$ cat config.mk
export PLATFORM = sky130hd
export DESIGN_NAME = jwf_ctrl
export DESIGN_NICKNAME = d
export VERILOG_FILES = /design/src/hdl/jwf_pkg.sv /design/src/hdl/jwf_ctrl.sv
export SDC_FILE = /design/constraint.sdc
export NUM_CORES = 1
export LEC_CHECK = 0
export BUFFER_PORTS_ARGS = -buffer_cell sky130_fd_sc_hd__clkbuf_2
export CAP_MARGIN = 20
export CORE_ASPECT_RATIO = 0.9
export CORE_MARGIN = 1.5
export CORE_UTILIZATION = 25
export CTS_CLUSTER_SIZE = 8
export DETAILED_ROUTE_END_ITERATION = 8
export PLACE_DENSITY = 0.55
export SKIP_LAST_GASP = 1
export SYNTH_ARGS = -nofsm -noshare
export SYNTH_HDL_FRONTEND = slang
export SYNTH_SLANG_ARGS = --single-unit
$ cat constraint.sdc
create_clock -name clk -period 1.75 [get_ports clk]
set_input_delay 0.0875 -clock clk [delete_from_list [all_inputs] [get_ports clk]]
set_output_delay 0.0875 -clock clk [all_outputs]
set_load 0.02 [all_outputs]
$ cat src/hdl/jwf_pkg.sv
// Shared constants, types and command/status bundles of the joint waypoint feeder.
`timescale 1ns / 1ps
package jwf_pkg;

	localparam int QUEUE_POINTS = 256;
	localparam int JOINTS       = 6;
	localparam int BASE_JOINTS  = 3;
	localparam int ANGLE_W      = 24;
	localparam int MAX_RESULTS  = 64;

	localparam int TF_W    = 7;
	localparam int FR_W    = 10;
	localparam int MS_W    = 23;
	localparam int CFG_W   = 23;
	localparam int CIDX_W  = 2;
	localparam int WORDS_W = 16;
	localparam int BATCH_W = 32;

	localparam int QI_W    = $clog2(QUEUE_POINTS);
	localparam int CNT_W   = $clog2(QUEUE_POINTS + 1);
	localparam int ROW_W   = JOINTS * ANGLE_W;
	localparam int JSEL_W  = $clog2(JOINTS);
	localparam int NEED_W  = $clog2(MAX_RESULTS + 1);

	// |delta| width, parts count width and interpolation numerator width
	localparam int AD_W    = ANGLE_W;
	localparam int N_W     = AD_W + FR_W + 1;
	localparam int PROD_W  = AD_W + N_W;
	localparam int DCNT_W  = $clog2(N_W);

	// ceil(words/6) as floor((words+5)*43691 >> 18), exact below 2^17
	localparam int DIV6_MUL   = 43691;
	localparam int DIV6_MUL_W = 16;
	localparam int DIV6_SH    = 18;
	localparam int W5_W       = WORDS_W + 1;
	localparam int P6_W       = W5_W + DIV6_MUL_W;
	localparam int C6_W       = P6_W - DIV6_SH;
	localparam int DIFF_W     = C6_W + 1;

	localparam logic [CIDX_W-1:0] CFG_TARGET_FILL     = 2'd0;
	localparam logic [CIDX_W-1:0] CFG_FRAME_RATE      = 2'd1;
	localparam logic [CIDX_W-1:0] CFG_MAX_SPEED_BASE  = 2'd2;
	localparam logic [CIDX_W-1:0] CFG_MAX_SPEED_WRIST = 2'd3;

	localparam logic CMD_PLAN   = 1'b0;
	localparam logic CMD_REFILL = 1'b1;

	localparam logic [TF_W-1:0] TF_RESET = 7'd32;
	localparam logic [FR_W-1:0] FR_RESET = 10'd200;
	localparam logic [MS_W-1:0] MSB_RESET = 23'd2722289;
	localparam logic [MS_W-1:0] MSW_RESET = 23'd3261257;

	typedef logic signed [ANGLE_W-1:0] angle_t;

	typedef enum logic [3:0] {
		ST_IDLE,
		ST_CHECK,
		ST_LOAD,
		ST_PDIV_GO,
		ST_PDIV_WAIT,
		ST_STEP,
		ST_QDIV_GO,
		ST_QDIV_WAIT,
		ST_ADV,
		ST_EMIT,
		ST_FINISH
	} jwf_state_t;

	typedef struct packed {
		logic plan_wr;
		logic refill_start;
		logic seg_start;
		logic pdiv_go;
		logic pdiv_take;
		logic step;
		logic qdiv_go;
		logic qdiv_take;
		logic adv;
		logic hold;
		logic out_take;
		logic finish;
	} jwf_cmd_t;

	typedef struct packed {
		logic count_zero;
		logic k_zero;
		logic jsel_last;
		logic div_busy;
		logic emit_done;
	} jwf_stat_t;

endpackage

$ cat src/hdl/jwf_ctrl.sv
// Sequencer of the waypoint feeder: handshakes and datapath commands.
`timescale 1ns / 1ps
module jwf_ctrl import jwf_pkg::*; (
	input  logic      clk,
	input  logic      arst_n,
	input  logic      in_valid,
	output logic      in_ready,
	input  logic      command,
	output logic      out_valid,
	input  logic      out_ready,
	input  jwf_stat_t stat,
	output jwf_cmd_t  cmd
);

	jwf_state_t state_q;
	jwf_state_t state_d;

	always_ff @(posedge clk or negedge arst_n) begin
		if (!arst_n)
			state_q <= ST_IDLE;
		else
			state_q <= state_d;
	end

	always_comb begin
		state_d = state_q;
		case (state_q)
			ST_IDLE: begin
				if (in_valid && command == CMD_REFILL)
					state_d = ST_CHECK;
			end
			ST_CHECK: begin
				if (stat.emit_done)
					state_d = ST_FINISH;
				else if (stat.count_zero)
					state_d = ST_EMIT;
				else
					state_d = ST_LOAD;
			end
			ST_LOAD:      state_d = stat.k_zero ? ST_PDIV_GO : ST_STEP;
			ST_PDIV_GO:   state_d = ST_PDIV_WAIT;
			ST_PDIV_WAIT: begin
				if (!stat.div_busy)
					state_d = stat.jsel_last ? ST_STEP : ST_PDIV_GO;
			end
			ST_STEP:      state_d = ST_QDIV_GO;
			ST_QDIV_GO:   state_d = ST_QDIV_WAIT;
			ST_QDIV_WAIT: begin
				if (!stat.div_busy)
					state_d = stat.jsel_last ? ST_ADV : ST_QDIV_GO;
			end
			ST_ADV:       state_d = ST_EMIT;
			ST_EMIT: begin
				if (out_ready)
					state_d = ST_CHECK;
			end
			ST_FINISH:    state_d = ST_IDLE;
			default:      state_d = ST_IDLE;
		endcase
	end

	always_comb begin
		cmd       = '0;
		in_ready  = 1'b0;
		out_valid = 1'b0;
		case (state_q)
			ST_IDLE: begin
				in_ready         = 1'b1;
				cmd.plan_wr      = in_valid && command == CMD_PLAN;
				cmd.refill_start = in_valid && command == CMD_REFILL;
			end
			ST_CHECK:     cmd.hold      = !stat.emit_done && stat.count_zero;
			ST_LOAD:      cmd.seg_start = stat.k_zero;
			ST_PDIV_GO:   cmd.pdiv_go   = 1'b1;
			ST_PDIV_WAIT: cmd.pdiv_take = !stat.div_busy;
			ST_STEP:      cmd.step      = 1'b1;
			ST_QDIV_GO:   cmd.qdiv_go   = 1'b1;
			ST_QDIV_WAIT: cmd.qdiv_take = !stat.div_busy;
			ST_ADV:       cmd.adv       = 1'b1;
			ST_EMIT: begin
				out_valid    = 1'b1;
				cmd.out_take = out_ready;
			end
			ST_FINISH:    cmd.finish    = 1'b1;
			default: ;
		endcase
	end

endmodule

-- Word-level counts from Yosys, hierarchy flattened
Cells that the tools add are included.
- eq/ne operators: 14
- muxes and demuxes: 23
- bitwise gates (word level): 1
- reductions and logical operators: 7
- operator list (cell ; count):
    one-hot mux 4 bit (10 select lines) ; 1
    2-to-1 mux 4 bit ; 7
    equality test 4 x 3 -> 1 bit (second input constant) ; 4
    equality test 4 bit (second input constant) ; 3
    2-to-1 mux 1 bit ; 12
    equality test 4 x 2 -> 1 bit (second input constant) ; 2
    != test 2 bit (second input constant) ; 4
    2-to-1 mux 3 bit ; 2
    equality test 4 x 1 -> 1 bit (second input constant) ; 1
    zero test 4 bit ; 1
    AND reduction 4 bit ; 1
    logical AND 1 bit ; 3
    zero test 1 bit ; 2
    2-to-1 mux 2 bit ; 1
    NOT 1 bit ; 1
- flip-flop bits (word level): 4
- input port bits: 10
- output and inout bits: 14

-- Longest topological paths before layout
Gate-level depths: netlist of run 1.
- depth in word-level cells: 3
- gate-level depth with buffers: 5
- depth with buffers taken out: 4

-- Worst setup path after synthesis of run 1
Ideal clock, no wire load.
- kind: register to output
- start point: reg state_q[0]
- end point: out cmd[9] in the netlist's numbering
- arrival: 1.438 ns
- data required time: 1.662 ns
- path slack: 0.225 ns
- stages on the path, launching flop included: 3
- buffers on the path: 0
- cell sequence: dfrtp_1 nand2b_1 nor4b_1
- RTL lines (element ; line ; text):
    start: declaration ; jwf_ctrl.sv:15 ; jwf_state_t state_q;
    start signal: assignment ; jwf_ctrl.sv:22 ; state_q <= state_d;
    end: declaration ; jwf_ctrl.sv:12 ; output jwf_cmd_t cmd

==> reports/qor.csv, run 1 <==
metric,value,unit
wire_per_inst,12.3,µm
slew_violations,0,
rows,15,
port-buffer-count,23,
maxCapViolCount,0,
fin_nets,100,
crit_arrival,1.56,ns
grt-ovfl-total,0,
hold_viol_final,0,
htreeDepth,1,
p_per_area,1600,mW/mm²
cp.required,1.66,ns
syn-mean-instance-area,8.23,µm²
antenna_found_initial,0,
reg2reg_slack,0.18,ns
drt-total-wl,1400,µm
grt_max_degree,18,
multi_input_area,382,µm²
cts_setup_buffers,0,
cts_buffer_depth,2,
crit_end,cmd[9],
ys_seq_elements,4,
cts-buffers-inserted,3,
antenna_cells,0,
fin_crit,1.65,ns
grt_setup_unrepaired,no,
dieArea,0.00239,mm²
initial_core_util,27.0,%
core-area,0.00195,mm²
hp-class,in -> reg,
r2r-end,state_q[1],
finalCritPeriodShare,94.3,%
cts_tree,yes,
clock_latency,0.24,ns
fin_skew,0.00192,ns
via_count,561,
ant_nets,0,
place.gp.congestion,0.789,
avgViaCountPerCell,4.96,
die_w,51.4,µm
ys_warn_count,0,
tightest_slew,0.456,ns
syn_inst,64,
ir_drop,0.519,mV
ctsRootBufferMaster,clkbuf_4,
final_layout_size_suffix_gt1_share,42.0,%
areaGrowthSynthToFinish,28.5,%
status,finished clean,
largest_reg_flops,4,
synth.distinct_cells,32,
path_class,reg -> out,
crit_start,state_q[0],
syn-num-nets,74,
crit_path_end_kind,primary output,
grt.total_usage,12.3,%
regToRegStartpoint,state_q[3],
final.setup.tns,0,ns
final_cell_mix,"23 x clkbuf_2, 10 x nor2_1, 7 x nand2b_1",
ioPinCount,24,
largest_register,state_q,
numClockSinks,4,
die_h,46.5,µm
largestRegisters,state_q (4),
grt_pass1_wl,2220,µm
slew_headroom,69.6,%
fmax,0.606,GHz
dr.first_iter.drc_count,11,
drc,0,
cp-start-kind,flip-flop,
post-route-util,34.7,%
power.leakage,0.310,nW
setup_viol,0,
grt_pass1_vias,497,
dp_hpwl,1090,µm
reg2reg_depth,4,
dr.pass1.iters,4,
ys_seq_area_share,19.0,%
clkSlewWorstSetupHoldPaths,0.04,ns
ff_latch_area,101,µm²
crit_fanout,17,
mostFrequentLayoutCell,clkbuf_2,
syn_area,527,µm²
nFillCells,214,
[worst min path at each step]
stage               startpoint          to  depth (start not counted)
global route         out_ready  state_q[3]                          3
detailed placement      arst_n  state_q[3]                          1
CTS                  out_ready  state_q[3]                          3
global placement        arst_n  state_q[3]                          1
floorplan               arst_n  state_q[0]                          0
finish               out_ready  state_q[3]                          3
[cell type report]
cell class	count	share of cell area, %
sequential	4	15.0
inverter	2	1.11
multi-input combinational	54	56.4
clock buffer	3	3.33
timing repair buffer	25	19.6
tap	25	4.62
[cells by family (layout without fill, tap and decap cells)]
kind of cell	after synthesis	count (layout)	share of synthesized area [%]
flip-flops	4	4	19.0
AND/OR/NAND/NOR	41	41	49.9
buffers and inverters	6	30	8.55
AO/OA/AOI/OAI	13	13	22.6
[metrics by stage]
stage | instance area, µm² | instances | power, mW | worst slack (ns) | hold slack, ns
6_report | 677 | 113 | 1.08 | 0.100 | 0.163
5_1_grt | 677 | 113 | 1.17 | 0.0143 | 0.192
4_1_cts | 677 | 113 | 1.08 | 0.0783 | 0.163
3_5_place_dp | 643 | 109 | 0.962 | 0.184 | -0.104
3_3_place_gp | 643 | 109 | 0.953 | 0.235 | -0.104
2_1_floorplan | 527 | 64 | 0.829 | 0.225 | -0.208
[worst max-delay path, cell delays in order (launching register included)]
cell and delay (ns):
dfrtp_2 0.51, nand2b_1 0.27, nor4b_1 0.33, clkbuf_2 0.22
[metal layers]
layer	track usage [%]	vias up	part of all wire (%)
met2	19.7	12	47
met3	0	2	2.4
met5	0	-	0
li1	-	286	-
met1	17.8	261	49
met4	4.74	0	1.1
[synth_stat cells, drive strengths merged]
cell type  count  area (µm²)
buf            4        37.5
nand2          5        21.3
nand3          1        5.00
and3           1        6.26
o211ai         1        7.51
a211oi         1        12.5
o21ai          3        22.5
and4bb         2        25.0
nor4           3        33.8
a22oi          2        28.8
nor3b          2        20.0
o31ai          1        12.5
a21oi          2        10.0
nor4b          1        8.76
nor2          10        37.5
dfrtp          4         100
nand2b         7        43.8
nor2b          2        12.5
nand4          1        6.26
nor3           4        20.0
and4           1        8.76
a21boi         1        7.51
and4b          1        13.8
inv            2        7.51
o2bb2ai        1        8.76
a311oi         1        8.76
[timing repair]
action / in CTS / in global routing
endpoints found under the setup margin: 2 / 0
hold buffers: 1 / 0
resized for setup: 1 / 0
endpoints found under the hold margin: 4 / 0
[where the power goes]
| group | internal [mW] | total [mW] | switching, mW | leakage [nW] |
|---|---|---|---|---|
| registers | 0.138 | 0.297 | 0.159 | 0.0489 |
| clock network | 0.0768 | 0.115 | 0.0387 | 0.0138 |
| logic | 0.298 | 0.669 | 0.371 | 0.247 |
(Power assumes the default switching activity.)
==> run 2, diff against run 1 <==
CORE_MARGIN = 2   (was 1.5)
==> run 2 against run 1 <==
Against the previous run:
- critical path depth unchanged
- power fell by 4.2%
- sequential cell count stayed put
- non-clock buffer count shrank 1
- hold slack improved by 0.0058 ns
- routed wire length is 8.7% lower
- cell area is 1.1% lower
- maximum frequency rose by 1.6%
- final cell count down 0.88%
- register-to-register slack better by 0.04 ns
- count of clock-buffer cells in the layout is the same
- clock power decreased by 7%
- critical path type unchanged
==> reports/qor.csv, run 2 (same netlist as run 1, synthesis figures left out) <==
metric,value,unit,change
power.leakage,0.304,nW,-1.6%
numClockSinks,4,,unchanged
slowest_delay,0.50,ns,about the same
power.switching,0.537,mW,-5.5%
cp.required,1.66,ns,about the same
place.gp.congestion,0.834,,+5.7%
p_per_area,1550,mW/mm²,-3.1%
die_h,47.5,µm,+2.1%
finalCritPeriodShare,92.8,%,-1.5 points
clock_latency,0.23,ns,about the same
crit_path_cell_trace,nor4_4 > and3_1 > clkbuf_2,,
cp_slowest_cell,dfrtp_1,,
dr.pass1.iters,2,,-2
reg2reg_slack,0.22,ns,+0.04 ns
fin_nets,99,,-1.0%
intPower,0.499,mW,-2.7%
use_met2,19.0,%,-0.74 points
drt-total-wl,1270,µm,-8.7%
grt_pass1_wl,2130,µm,-4.3%
path_delay_family,simple AND/OR/NAND/NOR gates,,
slew_violations,0,,unchanged
status,finished clean,,
avgViaCountPerCell,4.86,,-2.2%
largest_register,state_q,,
final.setup.tns,0,ns,unchanged
fmax,0.616,GHz,+1.6%
gr-usage-met1,15.1,%,-2.7 points
ctsRootBufferMaster,clkbuf_4,,
r2r-end,state_q[0],,
fin_skew,0.00252,ns,+0.000598 ns
grt_max_degree,18,,unchanged
clkPwrFrac,10.4,%,-0.3 points
hold_depth,3,,unchanged
drc,0,,unchanged
cts_tree,yes,,
ant_nets,0,,unchanged
final_cell_mix,"23 x clkbuf_2, 10 x nor2_1, 7 x nand2b_1",,
cts_setup_buffers,0,,unchanged
clkSlewWorstSetupHoldPaths,0.04,ns,about the same
die_w,52.4,µm,+1.9%
pwr-share-comb,60.3,%,-1.6 points
reg2reg_depth,4,,unchanged
final_layout_size_suffix_gt1_share,41.4,%,-0.67 points
rows,15,,unchanged
antenna_cells,0,,unchanged
largest_reg_flops,4,,unchanged
worst-path-buf-inv,1,,unchanged
grt_util_met3,2.50,%,+2.5 points
placed_area,636,µm²,-1.2%
swShare,51.8,%,-0.75 points
regToRegStartpoint,state_q[3],,
setup_viol,0,,unchanged
cts_buffer_depth,2,,unchanged
final_cells,112,,-0.88%
core-area,0.00195,mm²,unchanged
grt_setup_unrepaired,no,,
hold_viol_final,0,,unchanged
via_count,544,,-3.0%
wire_per_inst,11.4,µm,-7.9%
ioPinCount,24,,unchanged
crit_path_end_kind,primary output,,
crit_arrival,1.54,ns,-0.02 ns
final_cell_area,669,µm²,-1.1%
crit_fanout,10,,-7
cts-buffers-inserted,3,,unchanged
antenna_found_initial,0,,unchanged
hp-start,out_ready,,
slew_headroom,66.5,%,-3.1 points
dp_hpwl,1020,µm,-6.1%
hp-class,in -> reg,,
seqPwrFrac,29.3,%,+1.9 points
maxCapViolCount,0,,unchanged
hold_path_end,state_q[3],,
fin_crit,1.62,ns,-0.0258 ns
mostFrequentLayoutCell,clkbuf_2,,
cp-start-kind,flip-flop,,
dieArea,0.00249,mm²,+4.1%
grt_pass1_vias,505,,+1.6%
ir_drop,0.465,mV,-10%
path_class,reg -> out,,
placed_cells,108,,-0.92%
grt.total_usage,11.6,%,-0.69 points
tightest_slew,0.502,ns,+0.0460 ns
areaGrowthSynthToFinish,27.1,%,
dr.first_iter.drc_count,6,,-5
initial_core_util,27.0,%,unchanged
largestRegisters,state_q (4),,
grt-ovfl-total,0,,unchanged
htreeDepth,1,,unchanged
grt_most_used_layer,met2,,
port-buffer-count,23,,unchanged
[run 2: what timing repair did]
action,4_1_cts,5_1_grt
hold buffers,1,0
hold endpoints to repair,4,0
setup endpoints to repair,1,0
gates resized for setup,1,0
[run 2: area by class of cell]
cell class / count / area (µm²)
Fill cell: 228 / 1280
Multi-Input combinational cell: 54 / 382
Timing Repair Buffer: 24 / 125
Sequential cell: 4 / 101
Tap cell: 25 / 31.3
Clock buffer: 3 / 22.5
Inverter: 2 / 7.51
[run 2: worst max-delay path by stage]
| stage | from | to | depth (start not counted) |
|---|---|---|---|
| after floorplan | state_q[0] | cmd[9] | 2 |
| after global placement | state_q[2] | state_q[0] | 4 |
| after detailed placement | state_q[2] | state_q[0] | 4 |
| after CTS | state_q[0] | cmd[9] | 3 |
| after global routing | state_q[1] | cmd[11] | 4 |
| final | state_q[1] | cmd[10] | 3 |
[run 2: power groups by stage]
stage | clock, mW | sequential [mW] | combinational (mW)
2_1_floorplan | 0 | 0.190 | 0.639
3_3_place_gp | 0 | 0.307 | 0.634
3_5_place_dp | 0 | 0.303 | 0.633
4_1_cts | 0.112 | 0.304 | 0.634
5_1_grt | 0.115 | 0.326 | 0.707
6_report | 0.107 | 0.304 | 0.625
[run 2: metal layers]
layer / vias up / routed length (µm)
met3: 0 / 38
met4: 0 / 0
met5: - / 0
li1: 283 / -
met1: 254 / 580
met2: 7 / 655
[run 2: tightest hold or removal path: stages]
cell	delay (ns)
clkbuf_2	0.09
inv_1	0.05
o2bb2ai_1	0.12
[run 2: metrics by stage]
stage	total power [mW]	setup WS, ns	hold WS, ns	utilization [%]
final	1.04	0.126	0.168	34.3
after global placement	0.941	0.208	-0.102	32.6
after floorplan	0.829	0.225	-0.208	-
after detailed placement	0.935	0.226	-0.103	32.6
after CTS	1.05	0.110	0.167	34.3
after global routing	1.15	0.0333	0.180	34.3
